==> src/hdl/rgbhsv_pkg.sv <==
// ----------------------------------------------------------------------------
// rgbhsv_pkg
// Types and constants for the RGB to HSV pixel converter.
// ----------------------------------------------------------------------------
`default_nettype none

package rgbhsv_pkg;

    // Input beat: one 8-bit RGB pixel.
    typedef struct packed {
        logic [7:0] red;
        logic [7:0] green;
        logic [7:0] blue;
    } t_rgb_pixel;

    // Output beat: hue in 1/64 degree, saturation and value.
    typedef struct packed {
        logic [14:0] hue;
        logic [7:0]  saturation;
        logic [7:0]  value;
    } t_hsv_pixel;

    // Dominant channel, red winning ties, then green.
    typedef enum logic [1:0] {
        SECT_RED   = 2'd0,
        SECT_GREEN = 2'd1,
        SECT_BLUE  = 2'd2
    } t_sector;

    // Quotient widths of the two dividers.
    localparam int unsigned HUE_QBITS = 12;   // 3840*mag/delta <= 3840
    localparam int unsigned SAT_QBITS = 8;    // 255*delta/max  <= 255

    localparam logic [14:0] HUE_FULL   = 15'd23040;
    localparam logic [14:0] GREEN_BASE = 15'd7680;
    localparam logic [14:0] BLUE_BASE  = 15'd15360;

endpackage : rgbhsv_pkg

`default_nettype wire

==> src/hdl/rgb_to_hsv_converter.sv <==
// ----------------------------------------------------------------------------
// rgb_to_hsv_converter
// Pipelined RGB to HSV pixel converter with restoring dividers.
// ----------------------------------------------------------------------------
// Takes one RGB pixel per clock and returns one HSV pixel per clock, in order,
// while the output is not stalled. A beat passes through 15 register stages;
// their number is set by the hue divider, which resolves one quotient bit per
// pipeline stage over 12 stages; the saturation divider runs alongside it in
// the first 8 of those stages. Stage one finds max, min and the dominant
// channel, stage two forms both dividends, and the last stage adds the sector
// base and wraps hue into 0..23039. Each stage holds its beat when the stage
// after it is full and stalled, so bubbles are squeezed out and a stall at the
// output backs up into o_stall only once the pipeline is full.
// ----------------------------------------------------------------------------
`default_nettype none

module rgb_to_hsv_converter (
    input  wire logic                    i_clk,
    input  wire logic                    i_rst_n,
    input  wire logic                    i_valid,
    output logic                         o_stall,
    input  wire rgbhsv_pkg::t_rgb_pixel  i_pixel,
    output logic                         o_valid,
    input  wire logic                    i_stall,
    output rgbhsv_pkg::t_hsv_pixel       o_pixel
);

    import rgbhsv_pkg::*;

    localparam int unsigned NDIV = HUE_QBITS;

    // ---------------- stage 1: max, min, dominant channel ----------------
    logic       r_s1_v;
    logic [7:0] r_s1_mx, r_s1_mn, r_s1_hi, r_s1_lo;
    t_sector    r_s1_sect;

    logic [7:0] n_mx, n_mn, n_hi, n_lo;
    t_sector    n_sect;

    logic              en_s1;
    logic [NDIV:0]     en_d;
    logic              en_out;

    always_comb begin
        n_mx = i_pixel.red;
        n_mn = i_pixel.red;
        if (i_pixel.green > n_mx) n_mx = i_pixel.green;
        if (i_pixel.blue  > n_mx) n_mx = i_pixel.blue;
        if (i_pixel.green < n_mn) n_mn = i_pixel.green;
        if (i_pixel.blue  < n_mn) n_mn = i_pixel.blue;
        if (n_mx == i_pixel.red) begin
            n_sect = SECT_RED;
            n_hi   = i_pixel.green;
            n_lo   = i_pixel.blue;
        end else if (n_mx == i_pixel.green) begin
            n_sect = SECT_GREEN;
            n_hi   = i_pixel.blue;
            n_lo   = i_pixel.red;
        end else begin
            n_sect = SECT_BLUE;
            n_hi   = i_pixel.red;
            n_lo   = i_pixel.green;
        end
    end

    always_ff @(posedge i_clk) begin
        if (!i_rst_n) begin
            r_s1_v <= 1'b0;
        end else if (en_s1) begin
            r_s1_v <= i_valid;
        end
    end

    always_ff @(posedge i_clk) begin
        if (en_s1) begin
            r_s1_mx   <= n_mx;
            r_s1_mn   <= n_mn;
            r_s1_hi   <= n_hi;
            r_s1_lo   <= n_lo;
            r_s1_sect <= n_sect;
        end
    end

    // ---------------- divider pipeline, entry 0 is the dividend stage ----------------
    logic                 r_dv    [0:NDIV];
    logic [7:0]           r_hrem  [0:NDIV];
    logic [HUE_QBITS-1:0] r_hlow  [0:NDIV];
    logic [HUE_QBITS-1:0] r_hquo  [0:NDIV];
    logic [7:0]           r_hdiv  [0:NDIV];
    logic [7:0]           r_srem  [0:NDIV];
    logic [SAT_QBITS-1:0] r_slow  [0:NDIV];
    logic [SAT_QBITS-1:0] r_squo  [0:NDIV];
    logic [7:0]           r_val   [0:NDIV];
    logic                 r_neg   [0:NDIV];
    logic                 r_zero  [0:NDIV];
    t_sector              r_sect  [0:NDIV];

    // Dividends: 3840*mag = (15*mag) << 8, 255*delta = (delta << 8) - delta.
    logic [7:0]  n_delta, n_mag;
    logic        n_neg;
    logic [11:0] n_mag15;
    logic [15:0] n_snum;

    always_comb begin
        n_delta = r_s1_mx - r_s1_mn;
        n_neg   = (r_s1_hi < r_s1_lo);
        n_mag   = n_neg ? (r_s1_lo - r_s1_hi) : (r_s1_hi - r_s1_lo);
        n_mag15 = {n_mag, 4'b0000} - {4'b0000, n_mag};
        n_snum  = {n_delta, 8'h00} - {8'h00, n_delta};
    end

    always_ff @(posedge i_clk) begin
        if (!i_rst_n) begin
            r_dv[0] <= 1'b0;
        end else if (en_d[0]) begin
            r_dv[0] <= r_s1_v;
        end
    end

    // Upper dividend bits are already below the divisor since mag <= delta <= max.
    always_ff @(posedge i_clk) begin
        if (en_d[0]) begin
            r_hrem[0] <= n_mag15[11:4];
            r_hlow[0] <= {n_mag15[3:0], 8'h00};
            r_hquo[0] <= '0;
            r_hdiv[0] <= n_delta;
            r_srem[0] <= n_snum[15:8];
            r_slow[0] <= n_snum[7:0];
            r_squo[0] <= '0;
            r_val[0]  <= r_s1_mx;
            r_neg[0]  <= n_neg;
            r_zero[0] <= (n_delta == 8'h00);
            r_sect[0] <= r_s1_sect;
        end
    end

    genvar j;
    generate
        for (j = 1; j <= NDIV; j++) begin : g_div
            logic [8:0] n_ht, n_st;
            logic       n_hge, n_sge;

            always_comb begin
                n_ht  = {r_hrem[j-1], r_hlow[j-1][HUE_QBITS-1]};
                n_hge = (n_ht >= {1'b0, r_hdiv[j-1]});
                n_st  = {r_srem[j-1], r_slow[j-1][SAT_QBITS-1]};
                n_sge = (n_st >= {1'b0, r_val[j-1]});
            end

            always_ff @(posedge i_clk) begin
                if (!i_rst_n) begin
                    r_dv[j] <= 1'b0;
                end else if (en_d[j]) begin
                    r_dv[j] <= r_dv[j-1];
                end
            end

            always_ff @(posedge i_clk) begin
                if (en_d[j]) begin
                    r_hrem[j] <= n_hge ? 8'(n_ht - {1'b0, r_hdiv[j-1]}) : n_ht[7:0];
                    r_hlow[j] <= {r_hlow[j-1][HUE_QBITS-2:0], 1'b0};
                    r_hquo[j] <= {r_hquo[j-1][HUE_QBITS-2:0], n_hge};
                    r_hdiv[j] <= r_hdiv[j-1];
                    r_val[j]  <= r_val[j-1];
                    r_neg[j]  <= r_neg[j-1];
                    r_zero[j] <= r_zero[j-1];
                    r_sect[j] <= r_sect[j-1];
                    if (j <= SAT_QBITS) begin
                        r_srem[j] <= n_sge ? 8'(n_st - {1'b0, r_val[j-1]}) : n_st[7:0];
                        r_slow[j] <= {r_slow[j-1][SAT_QBITS-2:0], 1'b0};
                        r_squo[j] <= {r_squo[j-1][SAT_QBITS-2:0], n_sge};
                    end else begin
                        // saturation quotient is done: carry it along
                        r_srem[j] <= r_srem[j-1];
                        r_slow[j] <= r_slow[j-1];
                        r_squo[j] <= r_squo[j-1];
                    end
                end
            end
        end

        for (j = 0; j < NDIV; j++) begin : g_en
            assign en_d[j] = !r_dv[j] || en_d[j+1];
        end
    endgenerate

    assign en_d[NDIV] = !r_dv[NDIV] || en_out;
    assign en_s1      = !r_s1_v || en_d[0];
    assign en_out     = !o_valid || !i_stall;
    assign o_stall    = !en_s1;

    // ---------------- output stage: sector base and wrap ----------------
    logic [14:0] n_off, n_hue;
    logic [7:0]  n_sat;

    always_comb begin
        n_off = {3'b000, r_hquo[NDIV]};
        unique case (r_sect[NDIV])
            SECT_RED: begin
                if (!r_neg[NDIV])
                    n_hue = n_off;
                else if (n_off == 15'd0)
                    n_hue = '0;
                else
                    n_hue = HUE_FULL - n_off;
            end
            SECT_GREEN: n_hue = r_neg[NDIV] ? (GREEN_BASE - n_off) : (GREEN_BASE + n_off);
            SECT_BLUE:  n_hue = r_neg[NDIV] ? (BLUE_BASE - n_off) : (BLUE_BASE + n_off);
            default:    n_hue = '0;
        endcase
        // grey or black: drop both quotients
        if (r_zero[NDIV]) n_hue = '0;
        n_sat = r_zero[NDIV] ? 8'h00 : r_squo[NDIV];
    end

    logic       r_o_valid;
    t_hsv_pixel r_o_pixel;

    always_ff @(posedge i_clk) begin
        if (!i_rst_n) begin
            r_o_valid <= 1'b0;
        end else if (en_out) begin
            r_o_valid <= r_dv[NDIV];
        end
    end

    always_ff @(posedge i_clk) begin
        if (en_out) begin
            r_o_pixel.hue        <= n_hue;
            r_o_pixel.saturation <= n_sat;
            r_o_pixel.value      <= r_val[NDIV];
        end
    end

    assign o_valid = r_o_valid;
    assign o_pixel = r_o_pixel;

endmodule : rgb_to_hsv_converter

`default_nettype wire
==> config.mk <==
export PLATFORM = sky130hd
export DESIGN_NAME = rgb_to_hsv_converter
export DESIGN_NICKNAME = d
export VERILOG_FILES = /design/src/hdl/rgbhsv_pkg.sv /design/src/hdl/rgb_to_hsv_converter.sv
export SDC_FILE = /design/constraint.sdc
export NUM_CORES = 1
export LEC_CHECK = 0
export ABC_AREA = 1
export BUFFER_PORTS_ARGS = -buffer_cell sky130_fd_sc_hd__buf_2
export CELL_PAD_IN_SITES_DETAIL_PLACEMENT = 1
export CELL_PAD_IN_SITES_GLOBAL_PLACEMENT = 2
export CORE_UTILIZATION = 47
export DETAILED_ROUTE_END_ITERATION = 8
export PLACE_DENSITY = 0.89
export SYNTH_ARGS = -nofsm -noshare
export SYNTH_HDL_FRONTEND = slang
export SYNTH_SLANG_ARGS = --single-unit
export TNS_END_PERCENT = 5
==> constraint.sdc <==
create_clock -name i_clk -period 13.15 [get_ports i_clk]
set_input_delay 2.63 -clock i_clk [delete_from_list [all_inputs] [get_ports i_clk]]
set_output_delay 2.63 -clock i_clk [all_outputs]
set_load 0.1 [all_outputs]
* Yosys cells after proc, flatten, opt, wreduce, memory -nomap -nowiden *
Memory sizes are Yosys's and may differ from the RTL's. A register that Yosys moved wholly into a read port is not among the register bits.
Cells that the tools add are included.

word-level totals
  register bits after elaboration = 51
  RAM bits = 988
  memories kept = 12

memory list
  name         words  width  rd ports  clocked after memory_dff  wr ports  RTL line                    text
  r_hquo       13     12     13        0                         13        rgb_to_hsv_converter.sv:88  logic [HUE_QBITS-1:0] r_hquo [0:NDIV];
  r_hlow       13     11     12        0                         13        rgb_to_hsv_converter.sv:87  logic [HUE_QBITS-1:0] r_hlow [0:NDIV];
  r_hdiv       13     8      12        0                         13        rgb_to_hsv_converter.sv:89  logic [7:0] r_hdiv [0:NDIV];
  r_hrem       13     8      12        0                         13        rgb_to_hsv_converter.sv:86  logic [7:0] r_hrem [0:NDIV];
  r_slow       13     8      12        0                         13        rgb_to_hsv_converter.sv:91  logic [SAT_QBITS-1:0] r_slow [0:NDIV];
  r_squo       13     8      13        1                         13        rgb_to_hsv_converter.sv:92  logic [SAT_QBITS-1:0] r_squo [0:NDIV];
  +6 memories  --     --     --        --                        --        --

operators by class
  add/subtract/negate cells = 30
  order comparisons = 25
  equality and inequality tests = 4
  multiplexer cells = 101
  bitwise logic cells = 13
  reduce and logical (&&, ||, !) cells = 35

operators by type and width
  kind                      count
  $mux W8                   29
  $sub A8 B8 Y8             23
  $ge A9 B8 Y1              20
  $mux W1                   66
  $mux W15                  4
  $pmux W15 S3              1
  $lt A8 B8 Y1              3
  $logic_not A1 Y1          17
  $eq A8 B8 Y1              2
  $gt A8 B8 Y1              2
  $sub A16 B8 Y16           1
  $add A14 B12 Y15 const A  1
  $logic_or A1 B1 Y1        15
  $sub A14 B12 Y15 const A  1
  $sub A15 B12 Y15 const A  1
  $add A13 B12 Y14 const A  1
  $sub A13 B12 Y14 const A  1
  $or A1 B1 Y1              13
  $logic_not A12 Y1         1
  $sub A12 B8 Y12           1
  $logic_not A8 Y1          1
  $eq A2 B1 Y1 const B      1
  $eq A2 B2 Y1 const B      1
  $logic_not A2 Y1          1
  $mux W2                   1

* Logic depth before layout (Yosys ltp) *
  depth after elaboration = 19
  mapped depth = 33
  depth with buffers taken out = 31

* Worst setup path after synthesis *
OpenSTA, ideal clock, no wires.

  path kind = input to output
  start = input port i_stall
  end = output port o_stall
  data arrival time = 7.716 ns
  required time = 10.520 ns
  slack = 2.804 ns
  cell stages on the path = 16
  buffers on the path = 0
  cell sequence = nand2_2 -> nor2_4 -> nand2_4 -> nor2_8 -> nand2_4 -> nor2_4 -> nand2_2 -> nor2_4 -> nand2_4 -> nor2_4 -> nand2_4 -> nor2_4 -> nand2_2 -> nor2_4 -> nand2_2 -> clkinv_2

between the ends
  longest elaborated chain between the ends = 17

ends and longest elaborated chain
  item                              RTL line                     text
  start: declaration                rgb_to_hsv_converter.sv:24   input wire logic i_stall,
  $logic_not A1 Y1                  rgb_to_hsv_converter.sv:189  assign en_out = !o_valid || !i_stall;
  $logic_or A1 B1 Y1                rgb_to_hsv_converter.sv:189
  $logic_or A1 B1 Y1                rgb_to_hsv_converter.sv:187  assign en_d[NDIV] = !r_dv[NDIV] || en_out;
  $logic_or A1 B1 Y1                rgb_to_hsv_converter.sv:183  assign en_d[j] = !r_dv[j] || en_d[j+1];
  named net en_d[11]                rgb_to_hsv_converter.sv:41   logic [NDIV:0] en_d;
  $logic_or A1 B1 Y1 (2 in series)  rgb_to_hsv_converter.sv:183
  named net en_d[9]                 rgb_to_hsv_converter.sv:41
  $logic_or A1 B1 Y1 (2 in series)  rgb_to_hsv_converter.sv:183
  named net en_d[7]                 rgb_to_hsv_converter.sv:41
  (+2 left out)                     --
  named net en_d[5]                 rgb_to_hsv_converter.sv:41
  $logic_or A1 B1 Y1 (2 in series)  rgb_to_hsv_converter.sv:183
  named net en_d[3]                 rgb_to_hsv_converter.sv:41
  $logic_or A1 B1 Y1 (2 in series)  rgb_to_hsv_converter.sv:183
  named net en_d[1]                 rgb_to_hsv_converter.sv:41
  $logic_or A1 B1 Y1                rgb_to_hsv_converter.sv:183
  $logic_or A1 B1 Y1                rgb_to_hsv_converter.sv:188  assign en_s1 = !r_s1_v || en_d[0];
  $logic_not A1 Y1                  rgb_to_hsv_converter.sv:190  assign o_stall = !en_s1;
  end: declaration                  rgb_to_hsv_converter.sv:21   output logic o_stall,

The timed path passes the listed nets, and every way through them passes these cells.

* Worst setup path in the final report *
  start = input port i_stall
  end = output port o_stall

between the ends
  longest elaborated chain between the ends = 17

ends and longest elaborated chain
  item                              RTL line                     text
  $logic_not A1 Y1                  rgb_to_hsv_converter.sv:189
  $logic_or A1 B1 Y1                rgb_to_hsv_converter.sv:189
  named net en_out                  rgb_to_hsv_converter.sv:42   logic en_out;
  $logic_or A1 B1 Y1                rgb_to_hsv_converter.sv:187
  $logic_or A1 B1 Y1                rgb_to_hsv_converter.sv:183
  named net en_d[11]                rgb_to_hsv_converter.sv:41
  $logic_or A1 B1 Y1 (2 in series)  rgb_to_hsv_converter.sv:183
  named net en_d[9]                 rgb_to_hsv_converter.sv:41
  (+2 left out)                     --
  named net en_d[7]                 rgb_to_hsv_converter.sv:41
  (+2 left out)                     --
  named net en_d[5]                 rgb_to_hsv_converter.sv:41
  $logic_or A1 B1 Y1 (2 in series)  rgb_to_hsv_converter.sv:183
  named net en_d[3]                 rgb_to_hsv_converter.sv:41
  $logic_or A1 B1 Y1 (2 in series)  rgb_to_hsv_converter.sv:183
  named net en_d[1]                 rgb_to_hsv_converter.sv:41
  $logic_or A1 B1 Y1                rgb_to_hsv_converter.sv:183
  $logic_or A1 B1 Y1                rgb_to_hsv_converter.sv:188
  $logic_not A1 Y1                  rgb_to_hsv_converter.sv:190

The timed path passes the listed nets, and every way through them passes these cells.

==> out/results.ini <==
[synthesis]
ys_types=52
share_of_the_synthesized_area_in_compound_gates_ao_oa_aoi_oai=0.0631
postSynth.asyncResetShare=0
synth_enable_flop_cells=673
post_synth_and_or_nand_nor_area_fraction=0.118
synth.yosys.seq_area_share=0.626
synthesis.yosys.warnings=0
synth_ff_type=sky130_fd_sc_hd__edfxtp_1
synth.mux.area_fraction=0
mappedNetlistArea_um2=32400
synth_top_family_by_area=simple AND/OR/NAND/NOR gates
synth.net_count=3052
syn-instance-count=2781
mapped_avg_cell_area_um2=11.6
post_synth_fa_ha_maj_area_fraction=0.0988
synth.ff_latch_count=676
synth_xor_area_frac=0.0344

[sta]
pins_over_slew_limit=0
final.min_clock_period_ps=11450
fin_skew_ps=36.7
fmaxAchievable_ghz=0.0873
final.period_utilization=0.871
tightestPinTransition_ps=1230
final_critical_path_setup_slack_ps=1700
setup_repair_after_global_routing_missed_its_margin=false
setup_violations=0
worst_slew_margin_rel=0.180
setup_tns_ps=0
final_hold_violation_count=0

[floorplan]
die_width_um=264
io-pin-count=61
design.core.area_um2=67600
initial_core_util=0.479
fp-row-count=95
fp.dieArea_um2=69900
floorplan.die.height_um=264

[clocking]
cts-root-to-sink-buffers=3
clk_transition_reported_paths_ps=60
cts-htree-levels=3
post-cts-setup-buffer-count=0
clock_tree.root_cell=sky130_fd_sc_hd__clkbuf_16
worst_skew_pair.late_latency_ps=620
cts_tree=built
numClockSinks=676
cts_hold_buf=0
cts_resized=0
cts_inserted_buffers=74

[hold_path]
hold-path-cell-count=0
worst_hold_path_type=register to register

[grt]
grt_pass1_vias=22000
largest_net_degree_at_the_start_of_global_routing=53
global_route.usage.total=0.195
gr-total-overflow=0
grt_first_pass_wirelength_um=110000
antenna_found_initial=0

[place]
numPlacedInstances=3683
place.gp.congestion=0.839
port_buf_inserts=60
dp_worst_setup_slack_ps=1480
detailedPlacementHpwl_um=49700

[detailed_routing]
via_count=20000
route.antenna.remaining_nets=0
drc_errors=0
vias_per_cell=5.25
drtIter0Drc=798
drt_first_pass_iters=4
wire_per_inst_um=17.5
wirelength_um=66800

[critical_path]
setup.worst_path.class=input pin to primary output
worst-r2r-cell-count=16
worst-path-max-fanout=52
setup.worst_path.start_class=input pin
end_kind=primary output
critPathRequiredTime_ps=10520
critPathArrivalTime_ps=8820

[final_layout]
antennaDiodeCount=0
final_layout_size_suffix_gt1_frac=0.0727
num-nets-final=3157
finish.cell_count_without_fillers=3816
num-fill-cells=7070
layout_overhead_on_the_synthesized_area_pct=11.0

[pwr]
peakVddDrop_v=0.000170
leakage_uw=0.0157
power-per-cell-area_nw_per_um2=280

[status]
run_status=finished, final reports clean

[job]
number_of_max_cap_violations=0

[layout by cell type (no fill, tap or decap), drive strengths merged, types with 6 or more instances in the layout]
master and n:
xnor2 27, nor3 30, a21o 13, nor2 236, a31oi 10, nand3 151, a211oi 12, clkbuf 90
clkinv 38, o21bai 12, inv 451, buf 67, edfxtp 673, bufinv 6, nand4 29, or2 14
nor4 7, ha 222, a21oi 168, o21ai 136, nand2 398, xor2 100, fa 21
[cells in the mapped netlist (all sizes together) (7+ instances only)]
cell type,number,share of area
edfxtp,673,0.62
inv,450,0.052
nand2,398,0.048
nor2,236,0.030
ha,222,0.086
a21oi,168,0.026
nand3,151,0.024
o21ai,136,0.021
xor2,100,0.027
nor3,30,0.0055
nand4,29,0.0060
xnor2,27,0.0073
buf,26,0.0052
fa,21,0.013
or2,14,0.0027
a21o,13,0.0030
a211oi,12,0.0028
clkbuf,12,0.0014
o21bai,12,0.0028
a31oi,10,0.0019
nor4,7,0.0014
[worst paths after layout]
path	start	to	slack [ps]
worst max register to register	o_valid	r_s1_hi[3]	6830
worst max-delay path	i_stall	o_stall	1700
worst min register to register	r_s1_sect[1]	r_sect[0][1]	410
worst min-delay path	r_s1_sect[1]	r_sect[0][1]	410
[cell type report]
class                      instances  area, µm²  share of cell area
clock buffer                      90       1910              0.0532
tap                              873       1090              0.0304
multi-input combinational       1615      10200               0.283
inverter                         452       1700              0.0473
clock inverter                    43        418              0.0116
timing repair buffer              67        353             0.00982
sequential                       676      20300               0.564
[layer usage]
layer	share of wire	track usage	vias up	wire length, µm
met4	0.038	0.0844	0	2530
met1	0.38	0.198	9864	25100
met5	0	0	-	0
li1	-	-	9749	-
met3	0.028	0.0289	129	1890
met2	0.56	0.390	284	37300
[critical path: stages]
cell and delay, ps:
sky130_fd_sc_hd__buf_2 80, sky130_fd_sc_hd__nand2_2 410, sky130_fd_sc_hd__nor2_4 290, sky130_fd_sc_hd__nand2_4 390, sky130_fd_sc_hd__nor2_8 260, sky130_fd_sc_hd__nand2_4 370
sky130_fd_sc_hd__nor2_4 240, sky130_fd_sc_hd__nand2_2 690, sky130_fd_sc_hd__nor2_4 420, sky130_fd_sc_hd__nand2_4 420, sky130_fd_sc_hd__nor2_4 260, sky130_fd_sc_hd__nand2_4 350
sky130_fd_sc_hd__nor2_4 240, sky130_fd_sc_hd__nand2_2 70, sky130_fd_sc_hd__buf_4 310, sky130_fd_sc_hd__nor2_4 190, sky130_fd_sc_hd__nand2_2 500, sky130_fd_sc_hd__clkinv_2 170
sky130_fd_sc_hd__buf_2 440
[flip-flops by register name (all words and copies together), names as in the netlist]
| name | flops |
|---|---|
| o_pixel | 31 |
| o_valid | 1 |
| r_dv | 13 |
| r_hdiv | 96 |
| r_hlow | 10 |
| r_hquo | 78 |
| r_hrem | 96 |
| r_neg | 13 |
| r_s1_hi | 8 |
| r_s1_lo | 8 |
| r_s1_mn | 8 |
| r_s1_mx | 8 |
| r_s1_sect | 2 |
| r_s1_v | 1 |
| r_sect | 26 |
| r_slow | 28 |
| r_squo | 68 |
| r_srem | 64 |
| r_val | 104 |
| r_zero | 13 |
[logic make-up after synthesis]
kind of cell | Yosys count
simple gates | 873
flops | 676
buf+inv | 490
compound gates | 372
fa+ha+maj | 243
xor+xnor | 127
[power breakdown]
part           switching (µW)  internal [µW]  total [µW]
Sequential                462           3630        4100
Clock                     844           1160        2000
Combinational            2540           1410        3950
[per-stage QoR]
step | util | total power [µW] | area (µm²) | hold WS [ps]
2_1_floorplan | - | 6920 | 32400 | 400
3_3_place_gp | 0.497 | 7660 | 33600 | 400
3_5_place_dp | 0.497 | 8060 | 33600 | 406
4_1_cts | 0.531 | 10200 | 35900 | 413
5_1_grt | 0.531 | 10800 | 35900 | 417
6_report | 0.531 | 10000 | 35900 | 412
Note: power is estimated with default switching activity, not from simulation.
